$ cat config.mk
export PLATFORM = sky130hd
export DESIGN_NAME = resp_reply_counter_parser_core_flat
export DESIGN_NICKNAME = d
export VERILOG_FILES = /design/src/hw/rtl/rrcp_pkg.sv /design/src/hw/rtl/rrcp_req_if.sv /design/src/hw/rtl/rrcp_rsp_if.sv /design/src/hw/rtl/resp_reply_counter_parser_core.sv /design/src/hw/rtl/rrcp_engine.sv /design/src/flat_wrapper.sv
export SDC_FILE = /design/constraint.sdc
export NUM_CORES = 1
export LEC_CHECK = 0
export BUFFER_PORTS_ARGS = -buffer_cell sky130_fd_sc_hd__buf_2
export CORE_MARGIN = 2
export CORE_UTILIZATION = 50
export CTS_BUF_LIST = sky130_fd_sc_hd__clkbuf_4
export DETAILED_ROUTE_END_ITERATION = 10
export GPL_ROUTABILITY_DRIVEN = 0
export GPL_TIMING_DRIVEN = 0
export PLACE_DENSITY_LB_ADDON = 0.2
export SLEW_MARGIN = 30
export SYNTH_ARGS = -nofsm -noshare
export SYNTH_HDL_FRONTEND = slang
export SYNTH_SLANG_ARGS = --single-unit
$ cat constraint.sdc
create_clock -name clock -period 6.85 [get_ports clock]
set_clock_uncertainty 0.1 [all_clocks]
set_input_delay 0.3425 -clock clock [delete_from_list [all_inputs] [get_ports clock]]
set_output_delay 0.3425 -clock clock [all_outputs]
set_load 0.03 [all_outputs]
$ cat src/hw/rtl/rrcp_pkg.sv
// Shared types and constants for the RESP reply counter parser.
// No dependencies; compiled before every other file of the block.
package rrcp_pkg;

   // Verdict codes carried on the result channel
   typedef enum logic [1:0] {
      VERDICT_ALL_SEEN   = 2'd0,
      VERDICT_ERROR_REPLY = 2'd1,
      VERDICT_PROTOCOL   = 2'd2,
      VERDICT_UNEXPECTED = 2'd3
   } verdict_type;

   // One step's outcome from the parse engine
   typedef struct packed {
      logic        valid;
      verdict_type verdict;
   } result_type;

   localparam logic [7:0] CH_CR      = 8'h0D;
   localparam logic [7:0] CH_LF      = 8'h0A;
   localparam logic [7:0] CH_PLUS    = 8'h2B;   // '+'
   localparam logic [7:0] CH_COLON   = 8'h3A;   // ':'
   localparam logic [7:0] CH_MINUS   = 8'h2D;   // '-'
   localparam logic [7:0] CH_DOLLAR  = 8'h24;   // '$'
   localparam logic [7:0] CH_STAR    = 8'h2A;   // '*'
   localparam logic [7:0] CH_ZERO    = 8'h30;   // '0'
   localparam logic [7:0] CH_NINE    = 8'h39;   // '9'

   localparam logic [7:0] EXPECTED_RESET = 8'd1;

endpackage

$ cat src/hw/rtl/rrcp_req_if.sv
// Request channel of the RESP reply counter parser: valid/ready, start_new and one byte.
// No dependencies.
interface rrcp_req_if;
   logic       valid;
   logic       ready;
   logic       start_new;
   logic [7:0] data_byte;

   modport source (output valid, output start_new, output data_byte, input ready);
   modport sink   (input valid, input start_new, input data_byte, output ready);
endinterface

$ cat src/hw/rtl/rrcp_rsp_if.sv
// Response channel of the RESP reply counter parser: valid/ready plus verdict.
// No dependencies.
interface rrcp_rsp_if;
   logic       valid;
   logic       ready;
   logic [1:0] verdict;

   modport source (output valid, output verdict, input ready);
   modport sink   (input valid, input verdict, output ready);
endinterface

$ cat src/hw/rtl/resp_reply_counter_parser_core.sv
// Top level of the RESP reply counter parser: handshake, config register, output buffer.
// Depends on rrcp_pkg, rrcp_req_if, rrcp_rsp_if and rrcp_engine.
//
// Takes one reply byte per clock on req_chan while ready is high and counts
// complete RESP replies (simple, bulk, array) until csr expected_replies of them
// have been seen; a verdict beat on rsp_chan reports success, an error reply, a
// protocol error or an unexpected line. After a verdict the parser ignores
// bytes until a beat with start_new set. Throughput is one byte per cycle while
// ready is high: the whole parse step is one pass of logic between the state
// registers and the result register, so the verdict of the beat that ends the
// deciding line is registered there, or in the skid register while the result
// register is held. A two-entry output buffer (result register plus a skid
// register) keeps req_chan.ready high while one verdict waits; ready drops only when both
// entries are held. expected_replies may be written only while the block is idle.
module resp_reply_counter_parser_core #(
   parameter int LENGTH_BITS = 32
) (
   input  logic              clock,
   input  logic              reset,
   rrcp_req_if.sink          req_chan,
   rrcp_rsp_if.source        rsp_chan,
   input  logic              csr_wr_en,
   input  logic [7:0]        csr_wr_data
);
   import rrcp_pkg::*;

   logic [7:0]  expected_reg_ff;
   result_type  step_result;
   logic        step_en;
   logic        pop;
   logic        load_out;

   logic        out_valid_ff, out_valid_in;
   verdict_type out_verdict_ff, out_verdict_in;
   logic        skid_valid_ff, skid_valid_in;
   verdict_type skid_verdict_ff, skid_verdict_in;

   // config register
   always_ff @(posedge clock) begin
      if (reset) begin
         expected_reg_ff <= EXPECTED_RESET;
      end else if (csr_wr_en) begin
         expected_reg_ff <= csr_wr_data;
      end
   end

   // accept a byte whenever the skid entry is free
   assign req_chan.ready = !skid_valid_ff;
   assign step_en        = req_chan.valid && req_chan.ready;

   rrcp_engine #(
      .LENGTH_BITS (LENGTH_BITS)
   ) u_engine (
      .clock     (clock),
      .reset     (reset),
      .step_en   (step_en),
      .start_new (req_chan.start_new),
      .data_byte (req_chan.data_byte),
      .expected  (expected_reg_ff),
      .result    (step_result)
   );

   // output buffer: result register backed by a skid register
   assign pop      = out_valid_ff && rsp_chan.ready;
   assign load_out = !out_valid_ff || pop;

   always_comb begin
      out_valid_in    = out_valid_ff;
      out_verdict_in  = out_verdict_ff;
      skid_valid_in   = skid_valid_ff;
      skid_verdict_in = skid_verdict_ff;
      if (load_out) begin
         if (skid_valid_ff) begin
            out_valid_in    = 1'b1;
            out_verdict_in  = skid_verdict_ff;
            skid_valid_in   = step_en && step_result.valid;
            skid_verdict_in = step_result.verdict;
         end else begin
            out_valid_in    = step_en && step_result.valid;
            out_verdict_in  = step_result.verdict;
            skid_valid_in   = 1'b0;
         end
      end else if (step_en && step_result.valid) begin
         // result register still held: park the new verdict
         skid_valid_in   = 1'b1;
         skid_verdict_in = step_result.verdict;
      end
   end

   always_ff @(posedge clock) begin
      if (reset) begin
         out_valid_ff  <= 1'b0;
         skid_valid_ff <= 1'b0;
      end else begin
         out_valid_ff  <= out_valid_in;
         skid_valid_ff <= skid_valid_in;
      end
      out_verdict_ff  <= out_verdict_in;
      skid_verdict_ff <= skid_verdict_in;
   end

   assign rsp_chan.valid   = out_valid_ff;
   assign rsp_chan.verdict = out_verdict_ff;

endmodule

$ cat src/hw/rtl/rrcp_engine.sv
// Parse engine: holds the line/reply state and advances it by one byte per step.
// Depends on rrcp_pkg.
module rrcp_engine #(
   parameter int LENGTH_BITS = 32
) (
   input  logic                 clock,
   input  logic                 reset,
   input  logic                 step_en,
   input  logic                 start_new,
   input  logic [7:0]           data_byte,
   input  logic [7:0]           expected,
   output rrcp_pkg::result_type result
);
   import rrcp_pkg::*;

   typedef enum logic [2:0] {
      PH_LINE_START = 3'd0,
      PH_HEADER     = 3'd1,
      PH_BULK_BODY  = 3'd2,
      PH_BULK_TAIL1 = 3'd3,
      PH_BULK_TAIL2 = 3'd4,
      PH_ARRAY      = 3'd5
   } phase_type;

   typedef enum logic [2:0] {
      KIND_UNEXPECTED = 3'd0,
      KIND_SIMPLE     = 3'd1,
      KIND_ERROR      = 3'd2,
      KIND_BULK       = 3'd3,
      KIND_ARRAY      = 3'd4
   } kind_type;

   localparam int WIDE_BITS = LENGTH_BITS + 4;

   phase_type              phase_ff, phase_in, cur_phase;
   kind_type               kind_ff, kind_in, cur_kind;
   logic [LENGTH_BITS-1:0] length_ff, length_in, cur_length;
   logic                   digits_ff, digits_in, cur_digits;
   logic                   derr_ff, derr_in, cur_derr;
   logic                   cr_ff, cr_in, cur_cr;
   logic [7:0]             count_ff, count_in, cur_count;
   logic                   finished_ff, finished_in, cur_finished;

   logic [LENGTH_BITS-1:0] length_dec;
   logic [WIDE_BITS-1:0]   length_wide;
   logic [WIDE_BITS-1:0]   length_acc;
   logic [7:0]             count_inc;
   logic                   is_digit;
   logic                   is_length_kind;
   logic                   do_complete;

   // start_new clears the run before the byte is looked at
   always_comb begin
      if (start_new) begin
         cur_phase    = PH_LINE_START;
         cur_kind     = KIND_UNEXPECTED;
         cur_length   = '0;
         cur_digits   = 1'b0;
         cur_derr     = 1'b0;
         cur_cr       = 1'b0;
         cur_count    = 8'd0;
         cur_finished = 1'b0;
      end else begin
         cur_phase    = phase_ff;
         cur_kind     = kind_ff;
         cur_length   = length_ff;
         cur_digits   = digits_ff;
         cur_derr     = derr_ff;
         cur_cr       = cr_ff;
         cur_count    = count_ff;
         cur_finished = finished_ff;
      end
   end

   // length * 10 + digit, four guard bits catch overflow
   assign length_wide = {4'd0, cur_length};
   assign length_acc  = (length_wide << 3) + (length_wide << 1)
                        + {{(WIDE_BITS-4){1'b0}}, data_byte[3:0]};
   assign length_dec  = cur_length - {{(LENGTH_BITS-1){1'b0}}, 1'b1};
   assign count_inc   = cur_count + 8'd1;
   assign is_digit    = (data_byte >= CH_ZERO) && (data_byte <= CH_NINE);
   assign is_length_kind = (cur_kind == KIND_BULK) || (cur_kind == KIND_ARRAY);

   always_comb begin
      phase_in       = cur_phase;
      kind_in        = cur_kind;
      length_in      = cur_length;
      digits_in      = cur_digits;
      derr_in        = cur_derr;
      cr_in          = cur_cr;
      count_in       = cur_count;
      finished_in    = cur_finished;
      do_complete    = 1'b0;
      result.valid   = 1'b0;
      result.verdict = VERDICT_ALL_SEEN;

      if (!cur_finished) begin
         unique case (cur_phase)
            PH_LINE_START: begin
               digits_in = 1'b0;
               derr_in   = 1'b0;
               length_in = '0;
               cr_in     = (data_byte == CH_CR);
               phase_in  = PH_HEADER;
               if (data_byte == CH_PLUS || data_byte == CH_COLON) begin
                  kind_in = KIND_SIMPLE;
               end else if (data_byte == CH_MINUS) begin
                  kind_in = KIND_ERROR;
               end else if (data_byte == CH_DOLLAR) begin
                  kind_in = KIND_BULK;
               end else if (data_byte == CH_STAR) begin
                  kind_in = KIND_ARRAY;
               end else begin
                  kind_in = KIND_UNEXPECTED;
               end
            end
            PH_HEADER: begin
               if (cur_cr && data_byte == CH_LF) begin
                  cr_in = 1'b0;
                  unique case (cur_kind)
                     KIND_SIMPLE: do_complete = 1'b1;
                     KIND_ERROR: begin
                        result.valid   = 1'b1;
                        result.verdict = VERDICT_ERROR_REPLY;
                     end
                     KIND_BULK, KIND_ARRAY: begin
                        if (cur_derr || !cur_digits) begin
                           result.valid   = 1'b1;
                           result.verdict = VERDICT_PROTOCOL;
                        end else if (cur_length == '0) begin
                           do_complete = 1'b1;
                        end else begin
                           phase_in = (cur_kind == KIND_BULK) ? PH_BULK_BODY : PH_ARRAY;
                        end
                     end
                     default: begin
                        result.valid   = 1'b1;
                        result.verdict = VERDICT_UNEXPECTED;
                     end
                  endcase
               end else begin
                  // a CR not followed by LF is a content byte: never a digit
                  if (cur_cr && is_length_kind) begin
                     derr_in = 1'b1;
                  end
                  if (data_byte == CH_CR) begin
                     cr_in = 1'b1;
                  end else begin
                     cr_in = 1'b0;
                     if (is_length_kind) begin
                        if (!is_digit) begin
                           derr_in = 1'b1;
                        end else if (length_acc[WIDE_BITS-1:LENGTH_BITS] != 4'd0) begin
                           derr_in = 1'b1;
                        end else begin
                           length_in = length_acc[LENGTH_BITS-1:0];
                           digits_in = 1'b1;
                        end
                     end
                  end
               end
            end
            PH_BULK_BODY: begin
               length_in = length_dec;
               if (length_dec == '0) begin
                  phase_in = PH_BULK_TAIL1;
               end
            end
            PH_BULK_TAIL1: phase_in = PH_BULK_TAIL2;
            PH_BULK_TAIL2: do_complete = 1'b1;
            PH_ARRAY: begin
               if (cur_cr && data_byte == CH_LF) begin
                  cr_in     = 1'b0;
                  length_in = length_dec;
                  if (length_dec == '0) begin
                     do_complete = 1'b1;
                  end
               end else begin
                  cr_in = (data_byte == CH_CR);
               end
            end
            default: phase_in = PH_LINE_START;
         endcase

         if (do_complete) begin
            phase_in = PH_LINE_START;
            cr_in    = 1'b0;
            count_in = count_inc;
            if (count_inc >= expected) begin
               result.valid   = 1'b1;
               result.verdict = VERDICT_ALL_SEEN;
            end
         end
         if (result.valid) begin
            finished_in = 1'b1;
         end
      end
   end

   always_ff @(posedge clock) begin
      if (reset) begin
         phase_ff    <= PH_LINE_START;
         kind_ff     <= KIND_UNEXPECTED;
         length_ff   <= '0;
         digits_ff   <= 1'b0;
         derr_ff     <= 1'b0;
         cr_ff       <= 1'b0;
         count_ff    <= 8'd0;
         finished_ff <= 1'b0;
      end else if (step_en) begin
         phase_ff    <= phase_in;
         kind_ff     <= kind_in;
         length_ff   <= length_in;
         digits_ff   <= digits_in;
         derr_ff     <= derr_in;
         cr_ff       <= cr_in;
         count_ff    <= count_in;
         finished_ff <= finished_in;
      end
   end

endmodule

$ cat src/flat_wrapper.sv
// flat-port wrapper written by rule: the top's interface ports become plain ports
module resp_reply_counter_parser_core_flat import rrcp_pkg::*;
#(
   parameter int LENGTH_BITS = 32
)
  (clock, reset, csr_wr_en, csr_wr_data, req_chan_valid, req_chan_start_new, req_chan_data_byte, req_chan_ready, rsp_chan_valid, rsp_chan_verdict, rsp_chan_ready);
  rrcp_req_if req_chan_i ();
  rrcp_rsp_if rsp_chan_i ();
  input  logic clock;
  input  logic reset;
  input  logic csr_wr_en;
  input  logic [7:0] csr_wr_data;
  input wire logic [$bits(req_chan_i.valid)-1:0] req_chan_valid;
  input wire logic [$bits(req_chan_i.start_new)-1:0] req_chan_start_new;
  input wire logic [$bits(req_chan_i.data_byte)-1:0] req_chan_data_byte;
  output wire logic [$bits(req_chan_i.ready)-1:0] req_chan_ready;
  output wire logic [$bits(rsp_chan_i.valid)-1:0] rsp_chan_valid;
  output wire logic [$bits(rsp_chan_i.verdict)-1:0] rsp_chan_verdict;
  input wire logic [$bits(rsp_chan_i.ready)-1:0] rsp_chan_ready;
  assign req_chan_i.valid = req_chan_valid;
  assign req_chan_i.start_new = req_chan_start_new;
  assign req_chan_i.data_byte = req_chan_data_byte;
  assign req_chan_ready = req_chan_i.ready;
  assign rsp_chan_valid = rsp_chan_i.valid;
  assign rsp_chan_verdict = rsp_chan_i.verdict;
  assign rsp_chan_i.ready = rsp_chan_ready;
  resp_reply_counter_parser_core #(.LENGTH_BITS(LENGTH_BITS)) u_core (.clock(clock), .reset(reset), .req_chan(req_chan_i), .rsp_chan(rsp_chan_i), .csr_wr_en(csr_wr_en), .csr_wr_data(csr_wr_data));
endmodule
# Word level (Yosys, flattened, before mapping)
# Index checks and enable logic that the tools add are counted.
[word_totals]
out_inout_bits = 4
wordCells = 138
reg_bits = 64
in_bits = 22
[classes]
n_addsub = 4
eq_ne = 17
order_cmp = 3
n_reduce_logical = 21
mux = 80
[ops]
columns = ["cell", "count"]
rows = [
  ["32-bit 2-to-1 mux", 8],
  ["32-bit one-hot mux with 4 select lines", 1],
  ["3-bit 2-to-1 mux", 23],
  ["32-bit zero test", 2],
  ["8-bit by 6-bit == test with 1-bit output, second input constant", 5],
  ["35-bit by 33-bit adder with 36-bit output", 1],
  ["36-bit by 4-bit adder with 36-bit output", 1],
  ["1-bit 2-to-1 mux", 34],
  ["32-bit by 1-bit subtractor with 32-bit output, second input constant", 1],
  ["8-bit 2-to-1 mux", 3],
  ["8-bit by 4-bit == test with 1-bit output, second input constant", 2],
  ["3-bit one-hot mux with 5 select lines", 1],
  ["3-bit by 2-bit == test with 1-bit output, second input constant", 4],
  ["3-bit == test, second input constant", 3],
  ["3-bit one-hot mux with 3 select lines", 1],
  ["8-bit by 1-bit adder with 8-bit output, second input constant", 1],
  ["8-bit by 6-bit greater-or-equal comparator with 1-bit output, second input constant", 1],
  ["8-bit greater-or-equal comparator", 1],
  ["8-bit by 6-bit <= comparator with 1-bit output, second input constant", 1],
  ["2-bit 2-to-1 mux", 4],
  ["3-bit by 1-bit == test with 1-bit output, second input constant", 2],
  ["1-bit logical AND", 6],
  ["1-bit one-hot mux with 2 select lines", 3],
  ["1-bit one-hot mux with 3 select lines", 2],
  ["8 further kinds", 14],
]

# Longest topological paths before layout
[logic_depth]
word_depth = 14
mapped_depth = 22
depth_no_buf = 17

# By module
# From an unflattened synthesis, not the netlist that was laid out.
[hier_totals]
cells_unflattened = 1071
area_unflattened_um2 = 7642.3
[modules_own_cells]
columns = ["module", "area_each_um2", "seq_area_each_um2", "cells_per_inst", "instances"]
rows = [
  ["rrcp_engine", 7120.6, 1001.0, 1029, 1],
  ["resp_reply_counter_parser_core", 521.8, 320.3, 42, 1],
]

# Least setup slack after synthesis
# No wires, ideal clock.
[synth_path]
kind = "input-to-reg"
start = "input port req_chan_start_new"
end = "register u_core.u_engine.length_ff[22]"
arrival_ps = 5214
slack_ps = 1462
cell_stages = 21
n_path_buf = 8
required_time_ps = 6676
setup_time_ps = 74
cell_sequence = "clkbuf_1 -> clkbuf_1 -> clkbuf_1 -> clkbuf_1 -> clkbuf_1 -> buf_1 -> nor2b_1 -> ha_1 -> ha_1 -> clkbuf_1 -> a211oi_1 -> o211ai_1 -> a21boi_0 -> o221a_2 -> a21bo_2 -> xnor2_1 -> nand4b_1 -> or2_2 -> clkbuf_1 -> or3_1 -> a31oi_1"
[synth_via]
elab_chain_len = 11
elab_cells_between_ends = 25
classes_between = "3 x add/sub; 5 x eq/ne; 13 x mux; 4 x reduce/logical"
[synth_lines]
columns = ["item", "line", "rtl"]
rows = [
  ["from (decl)", "flat_wrapper.sv:14", "input wire logic [$bits(req_chan_i.start_new)-1:0] req_chan_start_new;"],
  ["32-bit 2-to-1 mux", "rrcp_engine.sv:54", "if (start_new) begin"],
  ["35-bit by 33-bit adder with 36-bit output", "rrcp_engine.sv:77", "assign length_acc = (length_wide << 3) + (length_wide << 1)"],
  ["36-bit by 4-bit adder with 36-bit output", "rrcp_engine.sv:78", "+ {{(WIDE_BITS-4){1'b0}}, data_byte[3:0]};"],
  ["4-bit nonzero test", "rrcp_engine.sv:153", "end else if (length_acc[WIDE_BITS-1:LENGTH_BITS] != 4'd0) begin"],
  ["32-bit 2-to-1 mux", "rrcp_engine.sv:153", ""],
  ["32-bit 2-to-1 mux", "rrcp_engine.sv:151", "if (!is_digit) begin"],
  ["32-bit 2-to-1 mux", "rrcp_engine.sv:150", "if (is_length_kind) begin"],
  ["32-bit 2-to-1 mux", "rrcp_engine.sv:146", "if (data_byte == CH_CR) begin"],
  ["32-bit 2-to-1 mux", "rrcp_engine.sv:118", "if (cur_cr && data_byte == CH_LF) begin"],
  ["32-bit one-hot mux with 4 select lines", "rrcp_engine.sv:98", "unique case (cur_phase)"],
  ["32-bit 2-to-1 mux (*)", "rrcp_engine.sv:97", "if (!cur_finished) begin"],
  ["to (signal assigned)", "rrcp_engine.sv:213", "length_ff <= length_in;"],
  ["to (decl)", "rrcp_engine.sv:37", "logic [LENGTH_BITS-1:0] length_ff, length_in, cur_length;"],
]
# Every way passes the cells marked *; elsewhere a longest branch is shown, timed or not.
# A chain may end at the register's enable or synchronous reset.

# Final worst setup path
[layout_path]
start = "input port req_chan_start_new"
end = "register u_core.u_engine.length_ff[25]"
# Same word-level chain as after synthesis.

==> impl_results.md <==
* Ys async rst share at 0%
* Area leader, netlist: dfxtp_1
* Worst-Margin Slew at 1.16 ns
* Rel. slew slack at 21.9%
* Clock transition at path regs at 0.11 ns
* Final worst-path cycle share at 93.8%
* Fin Hold WS at 0.00755 ns
* Core area at 15300 um2
* Final nets at 1234
* CTS tree: built
* Switch share at 33.5%
* Count leader, synth: o21ai_0
* Non-Filler Instances at 1354
* Synth cell types at 81
* Vias at 9188
* Syn_area_per_cell at 7.14 um2
* Post-Syn Area at 7880 um2
* CTS sink cnt at 64
* Hold buffer count at cts at 0
* Max_cap viols at 0
* Synth Area in Adders at 12.0%
* Sw power at 0.320 mW
* Ratio of cells with drive above 1 in the final layout at 7.09%
* DP Wirelength at 22.4 mm
* Outcome: finished clean
* Yosys reg bits at 64
* H-tree Lvls at 3
* Setup violators final at 0
* Antenna-violating nets left at 0
* Total track usage at 35.4%
* Die H at 130 um
* Dpl cells at 1338
* CTS Root Cell: clkbuf_4
* Critical path required time at 7.13 ns
* WL final at 29.6 mm
* Boundary Pins at 26
* Final hold vios at 0
* Post-synth EDFFs at 4
* Syn. warnings at 0
* Initial Util at 51.5%
* Total Die Area at 16800 um2
* CTS Buf Count at 9
* DRC at 0
* CP top delay family: buffers and inverters
* Part of the power in combinational logic at 21.8%
* Synth top cells by count: o21ai_0, nor2_1, nand2_1
* CP endpoint kind: register
* Vias per cell at 6.79
* Worst Path Class, Setup: primary input to register
* Global-route wire length before repair at 46.2 mm
* Synth Flop Type: dfxtp_1
* Buf/Inv on CP at 9
* P&R area growth vs syn at 7.44%
* Worst-skew pair later-pin latency at 0.47 ns
* CP startpoint kind: primary input
* Critical Path Max Stage Delay at 0.55 ns
* Clock period minus worst slack at 6.42 ns
* Max Root-Sink Buffers at 2
* Net Count, Synth at 1201
* Share of the synthesized area in the top cell type at 15.2%
* Internal power at 0.634 mW
* Post-CTS setup buffers at 0
* Synth top area cells: dfxtp_1, ha_1, o21ai_0
* Row count at 45
* RSZ-0062 raised after global routing: no
* Seq/Total Area, Yosys at 16.8%
* XOR/XNOR Fraction of Synth Area at 5.22%
* CP most frequent cell: clkbuf_1
* Worst vdd ir at 0.108 mV
* PD cells at 113 nW/um2
* Fin. max-slew vios at 0
* DRT iter0 DRCs at 1490
* Cells after Synth at 1104
* Clock power share at 37.3%
* Port bufs at 22
* Drt wl/cell at 21.8 um
* Seq pwr share at 40.8%
* Critical path arrival at 6.70 ns
* Pleak at 3.49 nW
* Area fraction in compound gates after synthesis at 30.2%
* Crit Path Max Fanout at 19
* Gr ovfl total at 0
* Largest family of logic cells by synthesized area: compound AO/OA/AOI/OAI gates
* Die width at 130 um
* Initial antenna violation count at 1
* CP cell instances: buf_2 -> clkbuf_1 -> clkbuf_2 -> clkbuf_1 -> clkbuf_2 -> nor2b_1 -> clkbuf_1 -> xor2_1 -> ha_1 -> inv_1 -> fa_1 -> nand2b_1 -> a21oi_1 -> o2111a_1 -> o31ai_1 -> and3b_1 -> o21ai_0 -> nand4bb_1 -> clkbuf_2 -> and2_1 -> clkbuf_1 -> a22oi_1 -> a21oi_1
* F_max at 0.156 GHz
* CP max-delay cell: clkbuf_1
* Synth Area in Simple Gates at 28.2%
* Vias in the first global route at 8325
* Pre-Repair DR Iteration Count at 6
* Hold WC Path Type: primary input to register
* Setup TNS at 0 ns
* Mux share of post-synthesis cell area at 2.35%
* Largest net degree at the start of global routing at 13
per-layer routing:
layer	up-vias	GRT usage [%]	routed length (um)
li1	4188	-	-
met1	4153	49.8	12300
met2	697	50.0	11700
met3	150	9.79	3800
met4	0	16.4	1720
met5	-	0	0
layout make-up:
class	count	area, um2
fill	1564	6850
timing repair buffer	23	118
multi-input combinational	936	6160
inverter	31	116
sequential	64	1320
clock buffer	9	67.6
tap	211	264
antenna	1	2.50
clock inverter	7	119
buffer	72	303
final timing paths:
kind                                               startpoint                             to  slack (ns)  cells after the start
worst min register to register      u_core.expected_reg_ff[4]      u_core.expected_reg_ff[4]        0.42                      2
worst max register to register  u_core.u_engine.length_ff[11]  u_core.u_engine.length_ff[11]        1.29                     15
worst max-delay path                       req_chan_start_new  u_core.u_engine.length_ff[25]        0.43                     23
worst min-delay path                           csr_wr_data[0]      u_core.expected_reg_ff[0]       0.008                      3
through the flow:
step	setup slack (ns)	power, mW	utilization (%)	area (um2)
3_5_place_dp	-0.770	0.594	54.0	8270
2_1_floorplan	1.46	0.532	-	7880
5_1_grt	0.0491	0.987	55.3	8470
4_1_cts	0.0481	0.940	55.3	8460
3_3_place_gp	-0.769	0.591	53.9	8260
6_report	0.426	0.954	55.3	8470
kinds of logic (layout without fill, tap and decap cells):
| group | count (synthesis) | count (layout) |
|---|---|---|
| other cells | 0 | 1 |
| flops | 64 | 64 |
| xor+xnor | 47 | 47 |
| compound gates | 369 | 369 |
| mux | 18 | 18 |
| buf+inv | 104 | 142 |
| simple gates | 427 | 427 |
| fa+ha+maj | 75 | 75 |
state kept, by name, indices dropped and copies added, names as in the netlist, 2 cells and up:
register	count
u_core.u_engine.phase_ff	3
u_core.expected_reg_ff	8
u_core.u_engine.length_ff	32
u_core.u_engine.count_ff	8
u_core.rsp_chan.verdict	2
u_core.skid_verdict_ff	2
u_core.u_engine.kind_ff	3
placed cells by master, fill, tap and decap left out, types with 30 or more instances in the layout:
cell type  netlist  routed
a21oi_1         92      91
clkbuf_1        63      59
dfxtp_1         60      60
ha_1            74      74
inv_1           31      31
nand2_1         97      97
nand3_1         30      30
nor2_1         108     108
nor2b_1         38      38
o21ai_0        112     112
power groups by stage:
stage          sequential (mW)  combinational [mW]  clock, mW
2_1_floorplan            0.395               0.137          0
3_3_place_gp             0.397               0.194          0
3_5_place_dp             0.397               0.196          0
4_1_cts                  0.389               0.198      0.353
5_1_grt                  0.390               0.221      0.375
6_report                 0.390               0.208      0.356
worst reg2reg max path, stage by stage (launching register included):
cell      delay [ns]
dfxtp_1         0.32
clkbuf_1        0.41
nor2b_1         0.64
ha_1            0.37
ha_1            0.36
nand3_1         0.13
nor3b_1         0.09
o311ai_0        0.78
nand4b_1        0.35
nand4_1         0.18
o21ai_0         0.15
nand4b_1        0.37
clkbuf_1        0.41
nor3_1          0.47
o21ai_0         0.17
a21oi_1         0.18
what timing repair did:
item,in CTS,in global routing
endpoints found under the setup margin,25,30
cloned,0,0
resized for setup,2,3
No activity file was read; power rests on OpenSTA's default activity.
